`src/bfba_pkg.sv`:
```
package bfba_pkg;

   // Input item command codes
   localparam logic [1:0] CMD_LOAD  = 2'd0;
   localparam logic [1:0] CMD_ALLOC = 2'd1;
   localparam logic [1:0] CMD_CLEAR = 2'd2;

   // Configuration register word index
   localparam logic REG_BLOCK_COUNT = 1'b0;

   // Fixed field widths
   localparam int COUNT_BITS = 5;
   localparam int PORT_INDEX_BITS = 4;
   localparam int PORT_SIZE_BITS = 16;

   // Controller to datapath commands
   typedef struct packed {
      logic load_we;
      logic clear_marks;
      logic scan_start;
      logic scan_step;
      logic respond;
   } ctl_cmd_type;

   // Datapath to controller status
   typedef struct packed {
      logic count_zero;
      logic scan_last;
   } dp_status_type;

endpackage

```
`src/bfba_ram.sv`:
```
module bfba_ram #(
   parameter int WIDTH = 16,
   parameter int DEPTH = 16,
   parameter int ADDR_W = (DEPTH > 1) ? $clog2(DEPTH) : 1
) (
   input  logic              clock,
   input  logic              we,
   input  logic [ADDR_W-1:0] waddr,
   input  logic [WIDTH-1:0]  wdata,
   input  logic [ADDR_W-1:0] raddr,
   output logic [WIDTH-1:0]  rdata
);

   logic [WIDTH-1:0] mem_ff [DEPTH];
   logic [WIDTH-1:0] rdata_ff;

   // Write one entry, read one entry into the output register
   always_ff @(posedge clock) begin
      if (we) begin
         mem_ff[waddr] <= wdata;
      end
      rdata_ff <= mem_ff[raddr];
   end

   assign rdata = rdata_ff;

endmodule

```
`src/bfba_ctrl.sv`:
```
module bfba_ctrl
   import bfba_pkg::*;
(
   input  logic          clock,
   input  logic          reset,
   input  logic          start,
   input  logic [1:0]    req_command,
   input  dp_status_type status,
   output ctl_cmd_type   cmd,
   output logic          busy
);

   localparam logic [1:0] ST_IDLE = 2'd0;
   localparam logic [1:0] ST_SCAN = 2'd1;
   localparam logic [1:0] ST_LAST = 2'd2;
   localparam logic [1:0] ST_RESP = 2'd3;

   logic [1:0] state_ff;
   logic [1:0] state_in;
   logic       accept;

   assign accept = start && (state_ff == ST_IDLE);
   assign busy   = (state_ff != ST_IDLE);

   // Next state
   always_comb begin
      state_in = state_ff;
      unique case (state_ff)
         ST_IDLE: begin
            if (accept && (req_command == CMD_ALLOC)) begin
               state_in = status.count_zero ? ST_RESP : ST_SCAN;
            end
         end
         ST_SCAN: begin
            if (status.scan_last) begin
               state_in = ST_LAST;
            end
         end
         ST_LAST: begin
            state_in = ST_RESP;
         end
         ST_RESP: begin
            state_in = ST_IDLE;
         end
         default: begin
            state_in = ST_IDLE;
         end
      endcase
   end

   always_ff @(posedge clock) begin
      if (reset) begin
         state_ff <= ST_IDLE;
      end else begin
         state_ff <= state_in;
      end
   end

   // Decode datapath commands
   always_comb begin
      cmd.load_we     = accept && (req_command == CMD_LOAD);
      cmd.clear_marks = accept && (req_command == CMD_CLEAR);
      cmd.scan_start  = accept && (req_command == CMD_ALLOC);
      cmd.scan_step   = (state_ff == ST_SCAN);
      cmd.respond     = (state_ff == ST_RESP);
   end

endmodule

```
`src/bfba_datapath.sv`:
```
module bfba_datapath
   import bfba_pkg::*;
#(
   parameter int NUM_BLOCKS = 16,
   parameter int SIZE_BITS = 16
) (
   input  logic                       clock,
   input  logic                       reset,
   input  ctl_cmd_type                cmd,
   input  logic [COUNT_BITS-1:0]      block_count,
   input  logic [PORT_INDEX_BITS-1:0] req_block_index,
   input  logic [PORT_SIZE_BITS-1:0]  req_size_value,
   output dp_status_type              status,
   output logic                       rsp_valid,
   output logic                       rsp_granted,
   output logic [PORT_INDEX_BITS-1:0] rsp_granted_block
);

   localparam int IDX_W = (NUM_BLOCKS > 1) ? $clog2(NUM_BLOCKS) : 1;

   logic [COUNT_BITS-1:0] blocks_used;
   logic [SIZE_BITS-1:0]  size_in;
   logic                  load_in_range;
   logic [SIZE_BITS-1:0]  rd_data;

   logic [IDX_W-1:0]      scan_ff;
   logic                  cmp_pending_ff;
   logic [IDX_W-1:0]      cmp_idx_ff;
   logic [SIZE_BITS-1:0]  req_size_ff;
   logic                  found_ff;
   logic [IDX_W-1:0]      best_ff;
   logic [SIZE_BITS-1:0]  best_size_ff;
   logic [NUM_BLOCKS-1:0] occ_ff;
   logic                  take;

   // Saturate the block count to the table depth
   always_comb begin
      if (32'(block_count) > NUM_BLOCKS) begin
         blocks_used = COUNT_BITS'(NUM_BLOCKS);
      end else begin
         blocks_used = block_count;
      end
   end

   assign size_in       = SIZE_BITS'(req_size_value);
   assign load_in_range = (32'(req_block_index) < NUM_BLOCKS);

   assign status.count_zero = (blocks_used == '0);
   assign status.scan_last  = ((32'(scan_ff) + 32'd1) == 32'(blocks_used));

   bfba_ram #(
      .WIDTH (SIZE_BITS),
      .DEPTH (NUM_BLOCKS)
   ) u_sizes (
      .clock (clock),
      .we    (cmd.load_we && load_in_range),
      .waddr (IDX_W'(req_block_index)),
      .wdata (size_in),
      .raddr (scan_ff),
      .rdata (rd_data)
   );

   // Advance the scan address and tag the read in flight
   always_ff @(posedge clock) begin
      if (reset) begin
         cmp_pending_ff <= 1'b0;
      end else begin
         cmp_pending_ff <= cmd.scan_step;
      end
      if (cmd.scan_start) begin
         scan_ff     <= '0;
         req_size_ff <= size_in;
      end else if (cmd.scan_step) begin
         scan_ff <= scan_ff + IDX_W'(1);
      end
      cmp_idx_ff <= scan_ff;
   end

   // Keep the smallest free fitting block, lowest index on ties
   assign take = cmp_pending_ff && !occ_ff[cmp_idx_ff] && (rd_data >= req_size_ff) &&
                 (!found_ff || (rd_data < best_size_ff));

   always_ff @(posedge clock) begin
      if (reset) begin
         found_ff <= 1'b0;
         best_ff  <= '0;
      end else if (cmd.scan_start) begin
         found_ff <= 1'b0;
         best_ff  <= '0;
      end else if (take) begin
         found_ff <= 1'b1;
         best_ff  <= cmp_idx_ff;
      end
      if (take) begin
         best_size_ff <= rd_data;
      end
   end

   // Clear all marks, or mark the granted block
   always_ff @(posedge clock) begin
      if (reset) begin
         occ_ff <= '0;
      end else if (cmd.clear_marks) begin
         occ_ff <= '0;
      end else if (cmd.respond && found_ff) begin
         occ_ff[best_ff] <= 1'b1;
      end
   end

   assign rsp_valid         = cmd.respond;
   assign rsp_granted       = found_ff;
   assign rsp_granted_block = PORT_INDEX_BITS'(best_ff);

`ifndef NO_ASSERTIONS
   a_grant_free: assert property (@(posedge clock) disable iff (reset)
      cmd.respond && found_ff |-> !occ_ff[best_ff])
      else $error("granted block already occupied");

   a_grant_fits: assert property (@(posedge clock) disable iff (reset)
      found_ff |-> best_size_ff >= req_size_ff)
      else $error("chosen block smaller than request");

   a_grant_marks: assert property (@(posedge clock) disable iff (reset)
      cmd.respond && found_ff |=> occ_ff[$past(best_ff)])
      else $error("granted block not marked occupied");
`endif

endmodule

```
`src/best_fit_block_allocator.sv`:
```
// Channel   Ports                                      Transfer
// request   start, busy, req_command/block_index/size  edge with start high, busy low
// result    rsp_valid, rsp_granted, rsp_granted_block  every cycle rsp_valid is high
// config    psel, penable, pwrite, paddr, pwdata, ...  edge with psel, penable, pwrite
//
// Load and clear items complete at the accepting edge; busy stays low.
// A request scans n = min(block_count, NUM_BLOCKS) blocks, one size RAM read per cycle;
// the result strobes in state RESP after states SCAN and LAST (straight from IDLE when n is zero),
// and a new request is accepted once RESP returns to IDLE.
// Synchronous reset frees every block and clears block_count; sizes are not cleared.
// The receiver cannot stall: each result is shown for one cycle only.
module best_fit_block_allocator
   import bfba_pkg::*;
#(
   parameter int NUM_BLOCKS = 16,
   parameter int SIZE_BITS = 16
) (
   input  logic                       clock,
   input  logic                       reset,
   input  logic                       start,
   output logic                       busy,
   input  logic [1:0]                 req_command,
   input  logic [PORT_INDEX_BITS-1:0] req_block_index,
   input  logic [PORT_SIZE_BITS-1:0]  req_size_value,
   output logic                       rsp_valid,
   output logic                       rsp_granted,
   output logic [PORT_INDEX_BITS-1:0] rsp_granted_block,
   input  logic                       psel,
   input  logic                       penable,
   input  logic                       pwrite,
   input  logic [2:0]                 paddr,
   input  logic [31:0]                pwdata,
   output logic [31:0]                prdata,
   output logic                       pready
);

   logic [COUNT_BITS-1:0] block_count_ff;
   ctl_cmd_type           cmd;
   dp_status_type         status;
   logic                  reg_sel;

   assign pready  = 1'b1;
   assign reg_sel = (paddr[2] == REG_BLOCK_COUNT);

   // Take register writes on the access cycle
   always_ff @(posedge clock) begin
      if (reset) begin
         block_count_ff <= '0;
      end else if (psel && penable && pwrite && reg_sel) begin
         block_count_ff <= pwdata[COUNT_BITS-1:0];
      end
   end

   assign prdata = reg_sel ? {{(32 - COUNT_BITS){1'b0}}, block_count_ff} : 32'd0;

   bfba_ctrl u_ctrl (
      .clock       (clock),
      .reset       (reset),
      .start       (start),
      .req_command (req_command),
      .status      (status),
      .cmd         (cmd),
      .busy        (busy)
   );

   bfba_datapath #(
      .NUM_BLOCKS (NUM_BLOCKS),
      .SIZE_BITS  (SIZE_BITS)
   ) u_datapath (
      .clock             (clock),
      .reset             (reset),
      .cmd               (cmd),
      .block_count       (block_count_ff),
      .req_block_index   (req_block_index),
      .req_size_value    (req_size_value),
      .status            (status),
      .rsp_valid         (rsp_valid),
      .rsp_granted       (rsp_granted),
      .rsp_granted_block (rsp_granted_block)
   );

endmodule

```
`config.mk`:
```
export PLATFORM = sky130hd
export DESIGN_NAME = best_fit_block_allocator
export DESIGN_NICKNAME = d
export VERILOG_FILES = /design/src/bfba_pkg.sv /design/src/bfba_ram.sv /design/src/bfba_ctrl.sv /design/src/bfba_datapath.sv /design/src/best_fit_block_allocator.sv
export SDC_FILE = /design/constraint.sdc
export NUM_CORES = 1
export LEC_CHECK = 0
export BUFFER_PORTS_ARGS = -buffer_cell sky130_fd_sc_hd__buf_2
export CORE_MARGIN = 4
export CORE_UTILIZATION = 30
export DETAILED_ROUTE_END_ITERATION = 10
export GPL_TIMING_DRIVEN = 1
export HOLD_SLACK_MARGIN = 0.05
export SKIP_CTS_REPAIR_TIMING = 1
export SYNTH_ARGS = -nofsm -noshare
export SYNTH_HDL_FRONTEND = slang
export SYNTH_SLANG_ARGS = --single-unit
```
`constraint.sdc`:
```
create_clock -name clock -period 3.3 [get_ports clock]
set_clock_uncertainty 0.2 [all_clocks]
set_input_delay 0.66 -clock clock [delete_from_list [all_inputs] [get_ports clock]]
set_output_delay 0.66 -clock clock [all_outputs]
set_load 0.02 [all_outputs]
```
== After elaboration in Yosys (flattened, before gate mapping) ==
Memory sizes are Yosys's and may differ from the RTL's. A register that Yosys moved wholly into a read port is not among the register bits.
Cells that the tools add are included.

* Latch bits: 0
* Memory bits (writable): 256
* Logic and storage cells: 63
* ROM bits: 0
* Input port bits: 63
* Register bits: 69
* Output and inout bits: 40
* Memories: 1

{| class="wikitable"
|+ Memory list
! name !! depth !! width !! read ports !! clocked after Yosys merged registers in !! write ports !! line !! text
|-
| u_datapath.u_sizes.mem_ff || 16 || 16 || 1 || 1 || 1 || bfba_ram.sv:14 || <nowiki>logic [WIDTH-1:0] mem_ff [DEPTH];</nowiki>
|}

* Magnitude comparators: 6
* $add $sub $neg: 2
* Divide/modulo/power cells: 0
* Multipliers: 0
* Muxes and demuxes: 12
* Eq/ne operators: 8
* Shifts and indexed selects: 0
* Reductions and logical operators: 22
* Bitwise operators: 2

{| class="wikitable"
|+ Operators with widths
! kind !! number
|-
| 32-bit by 5-bit equality test with 1-bit output || 1
|-
| 16-bit >= comparator || 1
|-
| 16-bit less-than comparator || 1
|-
| 16-bit bitwise OR || 1
|-
| 1-bit logical AND || 12
|-
| 4-bit by 5-bit less-than comparator with 1-bit output (second input constant) || 2
|-
| 5-bit two-way mux || 2
|-
| 2-bit case mux with 4 select lines || 1
|-
| 2-bit equality test (second input constant) || 3
|-
| 2-bit two-way mux || 3
|-
| 4-bit by 1-bit adder with 5-bit output (second input constant) || 1
|-
| 5-bit greater-than comparator (second input constant) || 1
|-
| 5-bit zero test || 1
|-
| 4-bit by 1-bit adder with 4-bit output (second input constant) || 1
|-
| 1-bit binary-select mux with 4-bit select || 1
|-
| 1-bit demux with 4-bit select || 1
|-
| 2-bit by 1-bit equality test with 1-bit output (second input constant) || 2
|-
| 4-bit by 1-bit >= comparator with 1-bit output (second input constant) || 1
|-
| 2-bit zero test || 2
|-
| 1-bit two-way mux || 4
|-
| 2-bit inequality test (second input constant) || 2
|-
| 2-bit OR reduction || 2
|-
| 1-bit zero test || 2
|-
| 2-bit AND reduction || 1
|-
| other kinds (3) || 3
|}

== Depth between registers and ports, before layout ==
Gate-level depths: netlist of the first run.

* Depth after elaboration: 6
* Depth in mapped cells: 8
* Mapped depth without buffers: 8

== Hierarchy ==
Synthesis of the first run repeated with hierarchy kept, for this count alone.

* Cells, all modules: 787
* Area, all modules: 13,792.0 um^2

{| class="wikitable"
|+ Modules (own cells, without submodules)
! module !! sequential area each (um^2) !! area each (um^2) !! instances !! cells each
|-
| bfba_ram || 8,007.7 || 10,043.4 || 1 || 432
|-
| bfba_datapath || 1,561.5 || 3,032.9 || 1 || 276
|-
| best_fit_block_allocator || 100.1 || 495.5 || 1 || 57
|-
| bfba_ctrl || 40.0 || 220.2 || 1 || 22
|}

== Worst setup path after synthesis of the first run ==
OpenSTA, ideal clock, no wires.

* Kind: input port to flip-flop
* From: in start
* To: mem u_datapath.u_sizes.mem_ff[0][0], enable pin
* Library setup time: 0.409 ns
* Path buffers: 0
* Slack: 0.413 ns
* Data required time: 2.691 ns
* Arrival: 2.278 ns
* Stages on the path: 4
* Cells stage by stage: nand2_1 -> nor4_1 -> nand2b_1 -> nor3_1

* Word-level cells in the longest chain between the ends: 4

{| class="wikitable"
|+ RTL lines
! item !! line !! text
|-
| from (decl) || best_fit_block_allocator.sv:20 || <nowiki>input logic start,</nowiki>
|-
| 1-bit logical AND || bfba_ctrl.sv:22 || <nowiki>assign accept = start && (state_ff == ST_IDLE);</nowiki>
|-
| 1-bit logical AND || bfba_ctrl.sv:61 || <nowiki>cmd.load_we = accept && (req_command == CMD_LOAD);</nowiki>
|-
| 1-bit two-way mux || bfba_ram.sv:19 || <nowiki>if (we) begin</nowiki>
|-
| 1-bit two-way mux (not written as such) || bfba_ram.sv:20 || <nowiki>mem_ff[waddr] <= wdata;</nowiki>
|-
| to (decl) || bfba_ram.sv:14 ||
|}

Every way passes these cells.

== Worst setup path in the final report of the first run ==
* From: reg u_datapath.req_size_ff[15]
* To: reg u_datapath.best_size_ff[2], enable pin

* Word-level cells in the longest chain between the ends: 3

{| class="wikitable"
|+ RTL lines
! item !! line !! text
|-
| from (decl) || bfba_datapath.sv:29 || <nowiki>logic [SIZE_BITS-1:0] req_size_ff;</nowiki>
|-
| from (signal assigned) || bfba_datapath.sv:72 || <nowiki>req_size_ff <= size_in;</nowiki>
|-
| 16-bit >= comparator || bfba_datapath.sv:80 || <nowiki>assign take = cmp_pending_ff && !occ_ff[cmp_idx_ff] && (rd_data >= req_size_ff) &&</nowiki>
|-
| 1-bit logical AND (2 in a row) || bfba_datapath.sv:80 ||
|-
| via u_datapath.take || bfba_datapath.sv:34 || <nowiki>logic take;</nowiki>
|-
| to (signal assigned) || bfba_datapath.sv:95 || <nowiki>best_size_ff <= rd_data;</nowiki>
|-
| to (decl) || bfba_datapath.sv:32 || <nowiki>logic [SIZE_BITS-1:0] best_size_ff;</nowiki>
|}

The timed path passes the listed nets, and every way through them passes these cells.
A chain may end at the register's enable or synchronous reset.

==> results.py, run 1 <==
metrics = {
    "outcome": {
        "status": "completed",
    },
    "pwr": {
        "power_density_mw_per_mm2": 725,
        "p_clk_share_pct": 33.8,
        "p_leak_uw": 0.00540,
        "combPwrFrac_pct": 21.1,
        "ir_worst_vdd_mv": 0.342,
        "p_switching_uw": 3100,
        "netSwitchingFraction_pct": 26.9,
        "seq_power_share_pct": 45.1,
        "intPower_uw": 8420,
    },
    "clock_network": {
        "clockBufferDepth": 3,
        "numCtsBuffers": 37,
        "numClockSinks": 341,
        "clkLatencyLatePin_ns": 0.53,
        "ctsHtreeMaxLevel": 2,
        "clk_pin_slew_ns": 0.06,
        "cts_tree": "done",
        "root_buffer": "clkbuf_16",
    },
    "floorplanning": {
        "core.rowCount": 77,
        "die_w_um": 221,
        "start_util_pct": 30.6,
        "num_io_pins": 103,
        "core_area_sq_mm": 0.0446,
        "die_y_um": 221,
        "dieArea_sq_mm": 0.0490,
    },
    "critical_path": {
        "required_ns": 3.32,
        "critPathMaxStageDelay_ns": 0.45,
        "ff2ff_path_depth": 9,
        "critical_path.cell_chain": "inv_1, ha_1, nand2_1, nor4_1, buf_4, nor4b_1, o311ai_4, a21oi_4, buf_12",
        "critPathKind": "reg2reg",
        "worst_path_max_delay_cell": "nor4b_1",
        "worstSetupEndpoint": "u_datapath.best_size_ff[2]$_DFFE_PP_",
        "r2r_start": "u_datapath.req_size_ff[15]$_DFFE_PP_",
        "endpoint_kind": "flop",
        "cp-startpoint": "u_datapath.req_size_ff[15]$_DFFE_PP_",
        "arrival_ns": 2.94,
        "start_kind": "flop",
        "reg2reg_to": "u_datapath.best_size_ff[2]$_DFFE_PP_",
        "rrSetupSlack_ns": 0.39,
        "crit_path_max_fanout": 16,
    },
    "sta": {
        "fmax_ghz": 0.343,
        "hold_violations": 0,
        "slew_violations": 0,
        "post-route-min-period_ns": 2.91,
        "worst_pin_slew_ns": 0.727,
        "setup_slack_ns": 0.388,
        "setup_viol": 0,
        "relSlewSlack_pct": 50.3,
        "min_period_over_period_pct": 88.3,
        "rsz0062_at_grt": "no",
        "finalSetupTns_ns": 0,
    },
    "final_layout": {
        "drive_above_1_share_pct": 26.4,
        "final_common_cell": "edfxtp_1",
        "fin_util_pct": 35.6,
        "syn_to_final_growth_pct": 16.3,
        "seq_area_sq_mm": 0.00971,
        "nets": 929,
        "fillers": 4138,
        "mostFrequentLayoutCells": "288 x edfxtp_1, 80 x mux4_2, 51 x dfxtp_1",
        "antennaDiodeCount": 0,
        "multi_input_area_sq_mm": 0.00363,
    },
    "placed_design": {
        "port_buffers": 45,
        "pre_cts_slack_ns": 0.386,
        "gp_congestion": 0.757,
        "dpl.hpwl_mm": 17.0,
    },
    "logic_synthesis": {
        "syn_avg_cell_area_sq_um": 18.4,
        "syn_area_sq_mm": 0.0137,
        "synth_top_area_cell": "edfxtp_1",
        "async_flop_share_pct": 0,
        "ys.flop_type": "edfxtp_1",
        "seq_area_frac_synth_pct": 71.1,
        "synth_cell_types": 44,
        "yosysWarnings": 0,
        "synth-edff-count": 288,
        "synthTopCellsByArea": "edfxtp_1 63%, mux4_2 13%, dfxtp_1 7.8%, ha_1 3.4%, buf_4 1.6%",
        "synth_cells": 742,
        "synth_top_area_share_pct": 63.3,
        "synth-seq-cells": 341,
    },
    "global_route": {
        "grt_usage_pct": 11.2,
        "antenna_found_initial": 0,
        "grt_pass1_wl_mm": 42.6,
        "grt_max_degree": 41,
        "grt_pass1_vias": 6893,
        "overflow": 0,
    },
    "routing": {
        "antenna_left": 0,
        "drt_iter0_drc": 307,
        "totalWireLength_mm": 27.7,
        "viasPerCell": 4.61,
        "wl_per_cell_um": 19.1,
        "firstDrtPassIters": 4,
        "via_count": 6675,
        "drc": 0,
    },
    "worst_hold_path": {
        "hold_class": "in2reg",
    },
    "run": {
        "cap_violations": 0,
    },
}
## cell usage after synthesis, types with 3 or more instances
cell	n
edfxtp_1	288
mux4_2	80
dfxtp_1	53
nor2_1	51
inv_1	39
ha_1	37
buf_4	30
a21oi_1	23
nand2_1	21
mux2i_1	13
clkbuf_1	9
nor2b_1	8
buf_2	7
nor3_1	7
a31oi_1	6
nand2b_1	6
nand4_1	6
nand3_1	5
mux4_1	4
o21a_1	4
o21ai_0	4
xnor2_1	4
a21o_1	3
buf_1	3
nor4_1	3
o31ai_1	3
## through the flow
stage               hold WS [ns]  cell area [sq um]  cells  power, uW
finish                     0.173              15900   1449      11500
global placement           0.232              14700   1382       7730
detailed placement         0.243              14700   1382       7760
CTS                        0.155              15900   1449      11700
floorplan                  0.147              13800    768       7060
global route               0.165              15900   1449      12100
## sequential cells by signal, summed over array words and instances, names as in the netlist
| name | flops |
|---|---|
| block_count_ff | 5 |
| u_datapath.u_sizes.mem_ff | 256 |
| u_datapath.occ_ff | 16 |
| u_datapath.rsp_granted_block | 4 |
| u_datapath.scan_ff | 4 |
| u_datapath.cmp_idx_ff | 4 |
| u_ctrl.state_ff | 2 |
| u_datapath.u_sizes.rdata | 16 |
| u_datapath.best_size_ff | 16 |
| u_datapath.rsp_granted | 1 |
| u_datapath.req_size_ff | 16 |
| u_datapath.cmp_pending_ff | 1 |
## layer usage
layer  vias up  share of wire [%]  GRT usage (%)
li1       3045                  -              -
met2       174                 51           19.5
met3        45                5.3           1.88
met5         -                  0              0
met4         0                2.7           3.66
met1      3411                 41           14.2
## power by group through the flow
stage	Combinational, uW	Sequential, uW	Clock, uW
CTS	2490	5190	4010
global placement	2450	5280	0
finish	2430	5190	3890
global route	2680	5230	4200
floorplan	1940	5120	0
detailed placement	2480	5280	0
## critical path: cells and delay by family (launching register included)
family / cells / cell delay [ns]
DFF: 1 / 0.32
AOI/OAI and AO/OA: 2 / 0.41
buffers and inverters: 3 / 0.45
adders and majority gates: 1 / 0.29
and+or+nand+nor: 3 / 0.95
## layout make-up
cell class                 count  share of cell area [%]
sequential                   341                    61.1
multi-input combinational    337                    22.9
clock buffer                  49                    6.31
tap                          592                    4.66
timing repair buffer          73                    3.13
clock inverter                18                   0.984
inverter                      39                   0.921
## cell families (layout without fill, tap and decap cells)
| family | count (synthesis) | in the layout | share of synthesized area, % |
|---|---|---|---|
| multiplexers | 98 | 98 | 15.0 |
| buffers and inverters | 90 | 179 | 3.47 |
| AO/OA/AOI/OAI | 52 | 52 | 2.57 |
| adder cells (fa/ha/maj) | 37 | 37 | 3.39 |
| flip-flops | 341 | 341 | 71.1 |
| AND/OR/NAND/NOR | 116 | 116 | 4.04 |
| XOR/XNOR | 6 | 6 | 0.385 |
| other | 2 | 28 | 0.0550 |
## worst min-delay path by stage
stage | to | slack (ns) | cells past startpoint | start
2_1_floorplan | u_datapath.cmp_idx_ff[3]$_DFF_P_ | 0.15 | 0 | u_datapath.scan_ff[3]$_SDFFE_PP0P_
4_1_cts | block_count_ff[2]$_SDFFE_PP0P_ | 0.16 | 3 | pwdata[2]
3_5_place_dp | u_datapath.best_size_ff[0]$_DFFE_PP_ | 0.24 | 0 | u_datapath.u_sizes.rdata[0]$_DFF_P_
6_report | block_count_ff[3]$_SDFFE_PP0P_ | 0.17 | 3 | pwdata[3]
5_1_grt | block_count_ff[2]$_SDFFE_PP0P_ | 0.17 | 3 | pwdata[2]
3_3_place_gp | u_datapath.best_size_ff[0]$_DFFE_PP_ | 0.23 | 0 | u_datapath.u_sizes.rdata[0]$_DFF_P_
Note: power is estimated with default switching activity, not from simulation.
==> inputs of run 2 (changes only) <==
--- a/config.mk
+++ b/config.mk
@@ -14,4 +14,5 @@
 export SKIP_CTS_REPAIR_TIMING = 1
 export SYNTH_ARGS = -nofsm -noshare
 export SYNTH_HDL_FRONTEND = slang
+export SYNTH_HIERARCHICAL = 1
 export SYNTH_SLANG_ARGS = --single-unit
==> results.py, run 2 <==
metrics = {
    "outcome": {
        "status": "completed",
    },
    "critical_path": {
        "cp-startpoint": "u_ctrl/state_ff[0]$_SDFFE_PP0P_",
        "critPathKind": "reg2reg",
        "endpoint_kind": "flop",
        "start_kind": "flop",
        "crit_path_max_fanout": 9,
        "r2r_start": "u_ctrl/state_ff[0]$_SDFFE_PP0P_",
        "crit_path_frequent_cell": "buf_4",
        "arrival_ns": 2.74,
        "ff2ff_path_depth": 8,
        "required_ns": 3.30,
        "worst_path_max_delay_cell": "or3b_2",
        "critical_path.cell_chain": "inv_1, ha_1, nand2_1, nor3_1, buf_4, or3b_2, nor3_2, buf_4",
        "rrSetupSlack_ns": 0.57,
        "critPathMaxStageDelay_ns": 0.53,
    },
    "floorplanning": {
        "die_y_um": 222,
        "num_io_pins": 103,
        "dieArea_sq_mm": 0.0495,
        "die_w_um": 222,
        "core.rowCount": 78,
        "core_area_sq_mm": 0.0454,
        "start_util_pct": 30.4,
    },
    "logic_synthesis": {
        "syn_area_sq_mm": 0.0138,
        "synth-seq-cells": 341,
        "yosysMostFrequentCell": "edfxtp_1",
        "yosysWarnings": 6,
        "synth_cell_types": 50,
        "syn_avg_cell_area_sq_um": 17.5,
        "ys.flop_type": "edfxtp_1",
        "synthTopCellsByArea": "edfxtp_1 63%, mux4_2 8.8%, dfxtp_1 7.7%, ha_1 3.4%, mux4_1 2.7%",
        "synth-edff-count": 288,
        "async_flop_share_pct": 0,
        "seq_area_frac_synth_pct": 70.4,
        "synth_top_cells_by_count": "288 x edfxtp_1, 54 x mux4_2, 53 x dfxtp_1, 42 x nor2_1, 41 x inv_1",
        "synth_top_area_cell": "edfxtp_1",
        "synth_cells": 787,
        "synth_top_area_share_pct": 62.7,
    },
    "sta": {
        "min_period_over_period_pct": 82.9,
        "setup_viol": 0,
        "rsz0062_at_grt": "no",
        "worst_pin_slew_ns": 1.01,
        "hold_violations": 0,
        "relSlewSlack_pct": 32.7,
        "finalSetupTns_ns": 0,
        "fmax_ghz": 0.366,
        "post-route-min-period_ns": 2.73,
        "slew_violations": 0,
    },
    "clock_network": {
        "ctsHtreeMaxLevel": 2,
        "numClockSinks": 341,
        "root_buffer": "clkbuf_16",
        "cts_tree": "done",
        "clk_pin_slew_ns": 0.06,
        "clockBufferDepth": 3,
        "clkLatencyLatePin_ns": 0.53,
        "numCtsBuffers": 35,
    },
    "pwr": {
        "netSwitchingFraction_pct": 27.6,
        "p_switching_uw": 3250,
        "intPower_uw": 8550,
        "seq_power_share_pct": 44.3,
        "finalPower_uw": 11800,
        "combPwrFrac_pct": 22.1,
        "power_density_mw_per_mm2": 732,
        "p_clk_share_pct": 33.6,
        "ir_worst_vdd_mv": 0.377,
        "p_leak_uw": 0.00556,
    },
    "final_layout": {
        "top_register": "u_datapath/u_sizes/mem_ff",
        "stdcell_count": 1502,
        "syn_to_final_growth_pct": 16.9,
        "mostFrequentLayoutCells": "288 x edfxtp_1, 54 x mux4_2, 51 x dfxtp_1",
        "nets": 975,
        "antennaDiodeCount": 0,
        "largest_reg_flops": 256,
        "final_common_cell": "edfxtp_1",
        "drive_above_1_share_pct": 24.1,
    },
    "placed_design": {
        "place_inst": 1438,
        "port_buffers": 45,
        "dpl.hpwl_mm": 17.3,
        "gp_congestion": 0.734,
    },
    "global_route": {
        "grt_pass1_vias": 6986,
        "grt_pass1_wl_mm": 42.8,
        "grt_max_degree": 68,
        "grt_usage_pct": 11.1,
        "antenna_found_initial": 0,
        "overflow": 0,
    },
    "routing": {
        "drt_iter0_drc": 448,
        "firstDrtPassIters": 5,
        "wl_per_cell_um": 18.5,
        "antenna_left": 0,
        "totalWireLength_mm": 27.8,
        "via_count": 6994,
        "viasPerCell": 4.66,
        "drc": 0,
    },
    "run": {
        "cap_violations": 0,
    },
    "worst_hold_path": {
        "min_from": "pwdata[3]",
        "hold_class": "in2reg",
        "hold-path-cell-count": 3,
    },
}
[run 2: cell count changes in the layout (fill, tap and decap cells not counted), sizes merged, moves of 6 or more]
cell | previous run | this run
a22oi | 0 | 32
mux4 | 84 | 68
nand2 | 21 | 37
nor2 | 51 | 42
nand2b | 6 | 13
buf | 73 | 79
[run 2: worst paths after layout]
check                                                                   to
worst min-delay path                        block_count_ff[3]$_SDFFE_PP0P_
worst max register to register  u_datapath/u_sizes/mem_ff[0][12]$_DFFE_PP_
worst min register to register        u_datapath/best_size_ff[0]$_DFFE_PP_
worst max-delay path            u_datapath/u_sizes/mem_ff[0][12]$_DFFE_PP_
[run 2: worst max-delay path, delay by kind of cell (launching register included)]
| family | cells | cell delay (ns) |
|---|---|---|
| fa+ha+maj | 1 | 0.28 |
| buf+inv | 3 | 0.59 |
| flops | 1 | 0.32 |
| simple gates | 4 | 1.01 |
[run 2: metal layers]
layer	vias up	part of all wire (%)	global-route usage, %
li1	3208	-	-
met1	3566	48	16.8
met2	179	44	16.4
met3	41	6.3	2.44
met4	0	1.9	3.00
met5	-	0	0
[run 2: stage by stage]
stage / hold slack [ns] / setup WS, ns / instance area, sq um / utilization (%)
after CTS: 0.176 / 0.544 / 16100 / 35.5
after detailed placement: 0.226 / 0.563 / 15000 / 33.0
after global routing: 0.203 / 0.342 / 16100 / 35.5
final: 0.195 / 0.566 / 16100 / 35.5
after global placement: 0.210 / 0.608 / 15000 / 33.0
after floorplan: 0.188 / 0.0279 / 13900 / -
[run 2: kinds of logic (layout without fill, tap and decap cells)]
logic type | Yosys count | in the layout | share of synthesized area, %
fa+ha+maj | 37 | 37 | 3.36
other cells | 2 | 28 | 0.0545
buf+inv | 95 | 184 | 3.81
compound gates | 84 | 84 | 4.33
flops | 341 | 341 | 70.4
mux | 82 | 82 | 12.5
simple gates | 138 | 138 | 5.00
xor+xnor | 8 | 8 | 0.508
[run 2: cell type report]
type,count,area [sq um]
Timing Repair Buffer,79,643
Inverter,41,154
Sequential cell,341,9710
Clock buffer,48,956
Clock inverter,16,196
Fill cell,4227,29300
Multi-Input combinational cell,377,3710
Tap cell,600,751
[run 2: power groups by stage]
| stage | Sequential, uW | Clock (uW) | Combinational (uW) |
|---|---|---|---|
| after floorplan | 5180 | 0 | 2090 |
| after global placement | 5320 | 0 | 2610 |
| after detailed placement | 5330 | 0 | 2650 |
| after CTS | 5240 | 4070 | 2660 |
| after global routing | 5270 | 4250 | 2910 |
| final | 5230 | 3960 | 2610 |
==> inputs of run 3 (changes only) <==
==> constraint.sdc (replaced) <==
create_clock -name clock -period 2.4 [get_ports clock]
set_clock_uncertainty 0.2 [all_clocks]
set_input_delay 0.48 -clock clock [delete_from_list [all_inputs] [get_ports clock]]
set_output_delay 0.48 -clock clock [all_outputs]
set_load 0.02 [all_outputs]
==> results.py, run 3 (same netlist as run 2, synthesis figures left out) <==
metrics = {
    "floorplanning": {
        "start_util_pct": 30.4,
        "dieArea_sq_mm": 0.0495,
        "num_io_pins": 103,
        "core.rowCount": 78,
        "die_y_um": 222,
        "core_area_sq_mm": 0.0454,
        "die_w_um": 222,
    },
    "routing": {
        "wl_met3_mm": 1.42,
        "routed.top_layer": "met4",
        "drc": 0,
        "drt_iter0_drc": 486,
        "met1_length_mm": 12.9,
        "firstDrtPassIters": 5,
        "routed-wl-met2_mm": 13.2,
        "viasPerCell": 4.64,
        "antenna_left": 0,
        "via_count": 7129,
        "wl_per_cell_um": 18.3,
        "totalWireLength_mm": 28.1,
    },
    "sta": {
        "fmax_ghz": 0.410,
        "post-route-min-period_ns": 2.44,
        "relSlewSlack_pct": 47.2,
        "min_period_over_period_pct": 102,
        "hold_violations": 0,
        "rsz0062_at_grt": "yes",
        "worst_pin_slew_ns": 0.792,
        "setup_slack_ns": -0.0395,
        "setup_viol": 15,
        "slew_violations": 0,
    },
    "clock_network": {
        "cts_tree": "done",
        "root_buffer": "clkbuf_16",
        "numCtsBuffers": 36,
        "clk_pin_slew_ns": 0.06,
        "clkLatencyLatePin_ns": 0.53,
        "numClockSinks": 341,
        "clockBufferDepth": 3,
        "ctsHtreeMaxLevel": 2,
    },
    "pwr": {
        "intPower_uw": 12000,
        "p_switching_uw": 4760,
        "p_leak_uw": 0.00576,
        "ir_worst_vdd_mv": 0.588,
        "netSwitchingFraction_pct": 28.4,
        "seq_power_share_pct": 42.3,
        "power_density_mw_per_mm2": 1010,
        "p_clk_share_pct": 31.6,
        "combPwrFrac_pct": 26.1,
    },
    "global_route": {
        "grt_usage_pct": 11.2,
        "antenna_found_initial": 0,
        "overflow": 0,
        "grt_pass1_wl_mm": 43.4,
        "grt_max_degree": 68,
        "grt_pass1_vias": 7255,
    },
    "critical_path": {
        "critical_path.cell_chain": "inv_2, ha_4, nand2_2, nor4_2, buf_4, nor4b_4, o311ai_4, a21oi_4, buf_12",
        "start_kind": "flop",
        "crit_path_max_fanout": 12,
        "ff2ff_path_depth": 9,
        "critPathMaxStageDelay_ns": 0.35,
        "critPathKind": "reg2reg",
        "arrival_ns": 2.47,
        "worst_path_max_delay_cell": "edfxtp_1",
        "endpoint_kind": "flop",
        "required_ns": 2.43,
    },
    "final_layout": {
        "top_register": "u_datapath/u_sizes/mem_ff",
        "final_common_cell": "edfxtp_1",
        "mostFrequentLayoutCells": "288 x edfxtp_1, 54 x mux4_2, 49 x dfxtp_1",
        "stdcell_count": 1535,
        "antennaDiodeCount": 0,
        "drive_above_1_share_pct": 28.2,
        "largest_reg_flops": 256,
        "syn_to_final_growth_pct": 20.8,
        "nets": 1010,
    },
    "worst_hold_path": {
        "hold-path-cell-count": 3,
        "hold_class": "in2reg",
    },
    "placed_design": {
        "dpl.hpwl_mm": 17.8,
        "pre_cts_slack_ns": -0.0559,
        "place_inst": 1463,
        "gp_congestion": 0.726,
        "port_buffers": 45,
    },
    "run": {
        "cap_violations": 0,
    },
    "outcome": {
        "status": "complete, but fails checks",
        "violations": "setup timing",
    },
}
[run 3: changes by cell type in the layout (fill, tap and decap cells not counted), moves of 5 or more]
cell    delta
buf_4     +18
buf_12     +9
ha_1       -5
inv_1      -5
[run 3: layout make-up]
cell class	instances	area, sq um
clock buffer	48	967
inverter	41	154
clock inverter	15	160
sequential	341	9720
tap	600	751
timing repair buffer	113	1050
multi-input combinational	377	3860
fill	4203	28700
[run 3: routing by layer]
metal | GRT usage, % | up-vias
met2 | 17.9 | 179
met4 | 2.88 | 0
met5 | 0 | -
met3 | 1.90 | 35
li1 | - | 3278
met1 | 16.1 | 3637
[run 3: power by group through the flow]
stage          registers, uW  logic [uW]  clock network, uW
6_report                7090        4380               5300
5_1_grt                 7130        4820               5710
4_1_cts                 7080        4330               5460
3_5_place_dp            7200        4300                  0
3_3_place_gp            7180        4240                  0
2_1_floorplan           7120        2940                  0
[run 3: through the flow]
step / power [uW] / util (%) / TNS [ns] / hold slack, ns / cell area [sq um]
2_1_floorplan: 10100 / - / 0 / 0.188 / 14000
3_3_place_gp: 11400 / 33.8 / -1.37 / 0.216 / 15400
3_5_place_dp: 11500 / 33.8 / -1.78 / 0.221 / 15400
4_1_cts: 16900 / 36.3 / -1.60 / -0.00431 / 16500
5_1_grt: 17700 / 36.7 / -2.88 / 0.0516 / 16700
6_report: 16800 / 36.7 / -0.465 / 0.0337 / 16700
[run 3: critical path: cells and delay by family, from the launching register on]
| kind | cells | cell delay [ns] |
|---|---|---|
| flip-flops | 1 | 0.35 |
| AND/OR/NAND/NOR | 3 | 0.58 |
| buffers and inverters | 3 | 0.39 |
| AO/OA/AOI/OAI | 2 | 0.36 |
| adder cells (fa/ha/maj) | 1 | 0.26 |
[run 3: path summary, 6_finish.rpt]
path | from | endpoint | slack, ns
worst max-delay path | u_datapath/req_size_ff[13]$_DFFE_PP_ | u_datapath/best_size_ff[14]$_DFFE_PP_ | -0.04
worst min-delay path | pwdata[3] | block_count_ff[3]$_SDFFE_PP0P_ | 0.03
worst max register to register | u_datapath/req_size_ff[13]$_DFFE_PP_ | u_datapath/best_size_ff[14]$_DFFE_PP_ | -0.04
worst min register to register | u_datapath/u_sizes/rdata[0]$_DFF_P_ | u_datapath/best_size_ff[0]$_DFFE_PP_ | 0.22
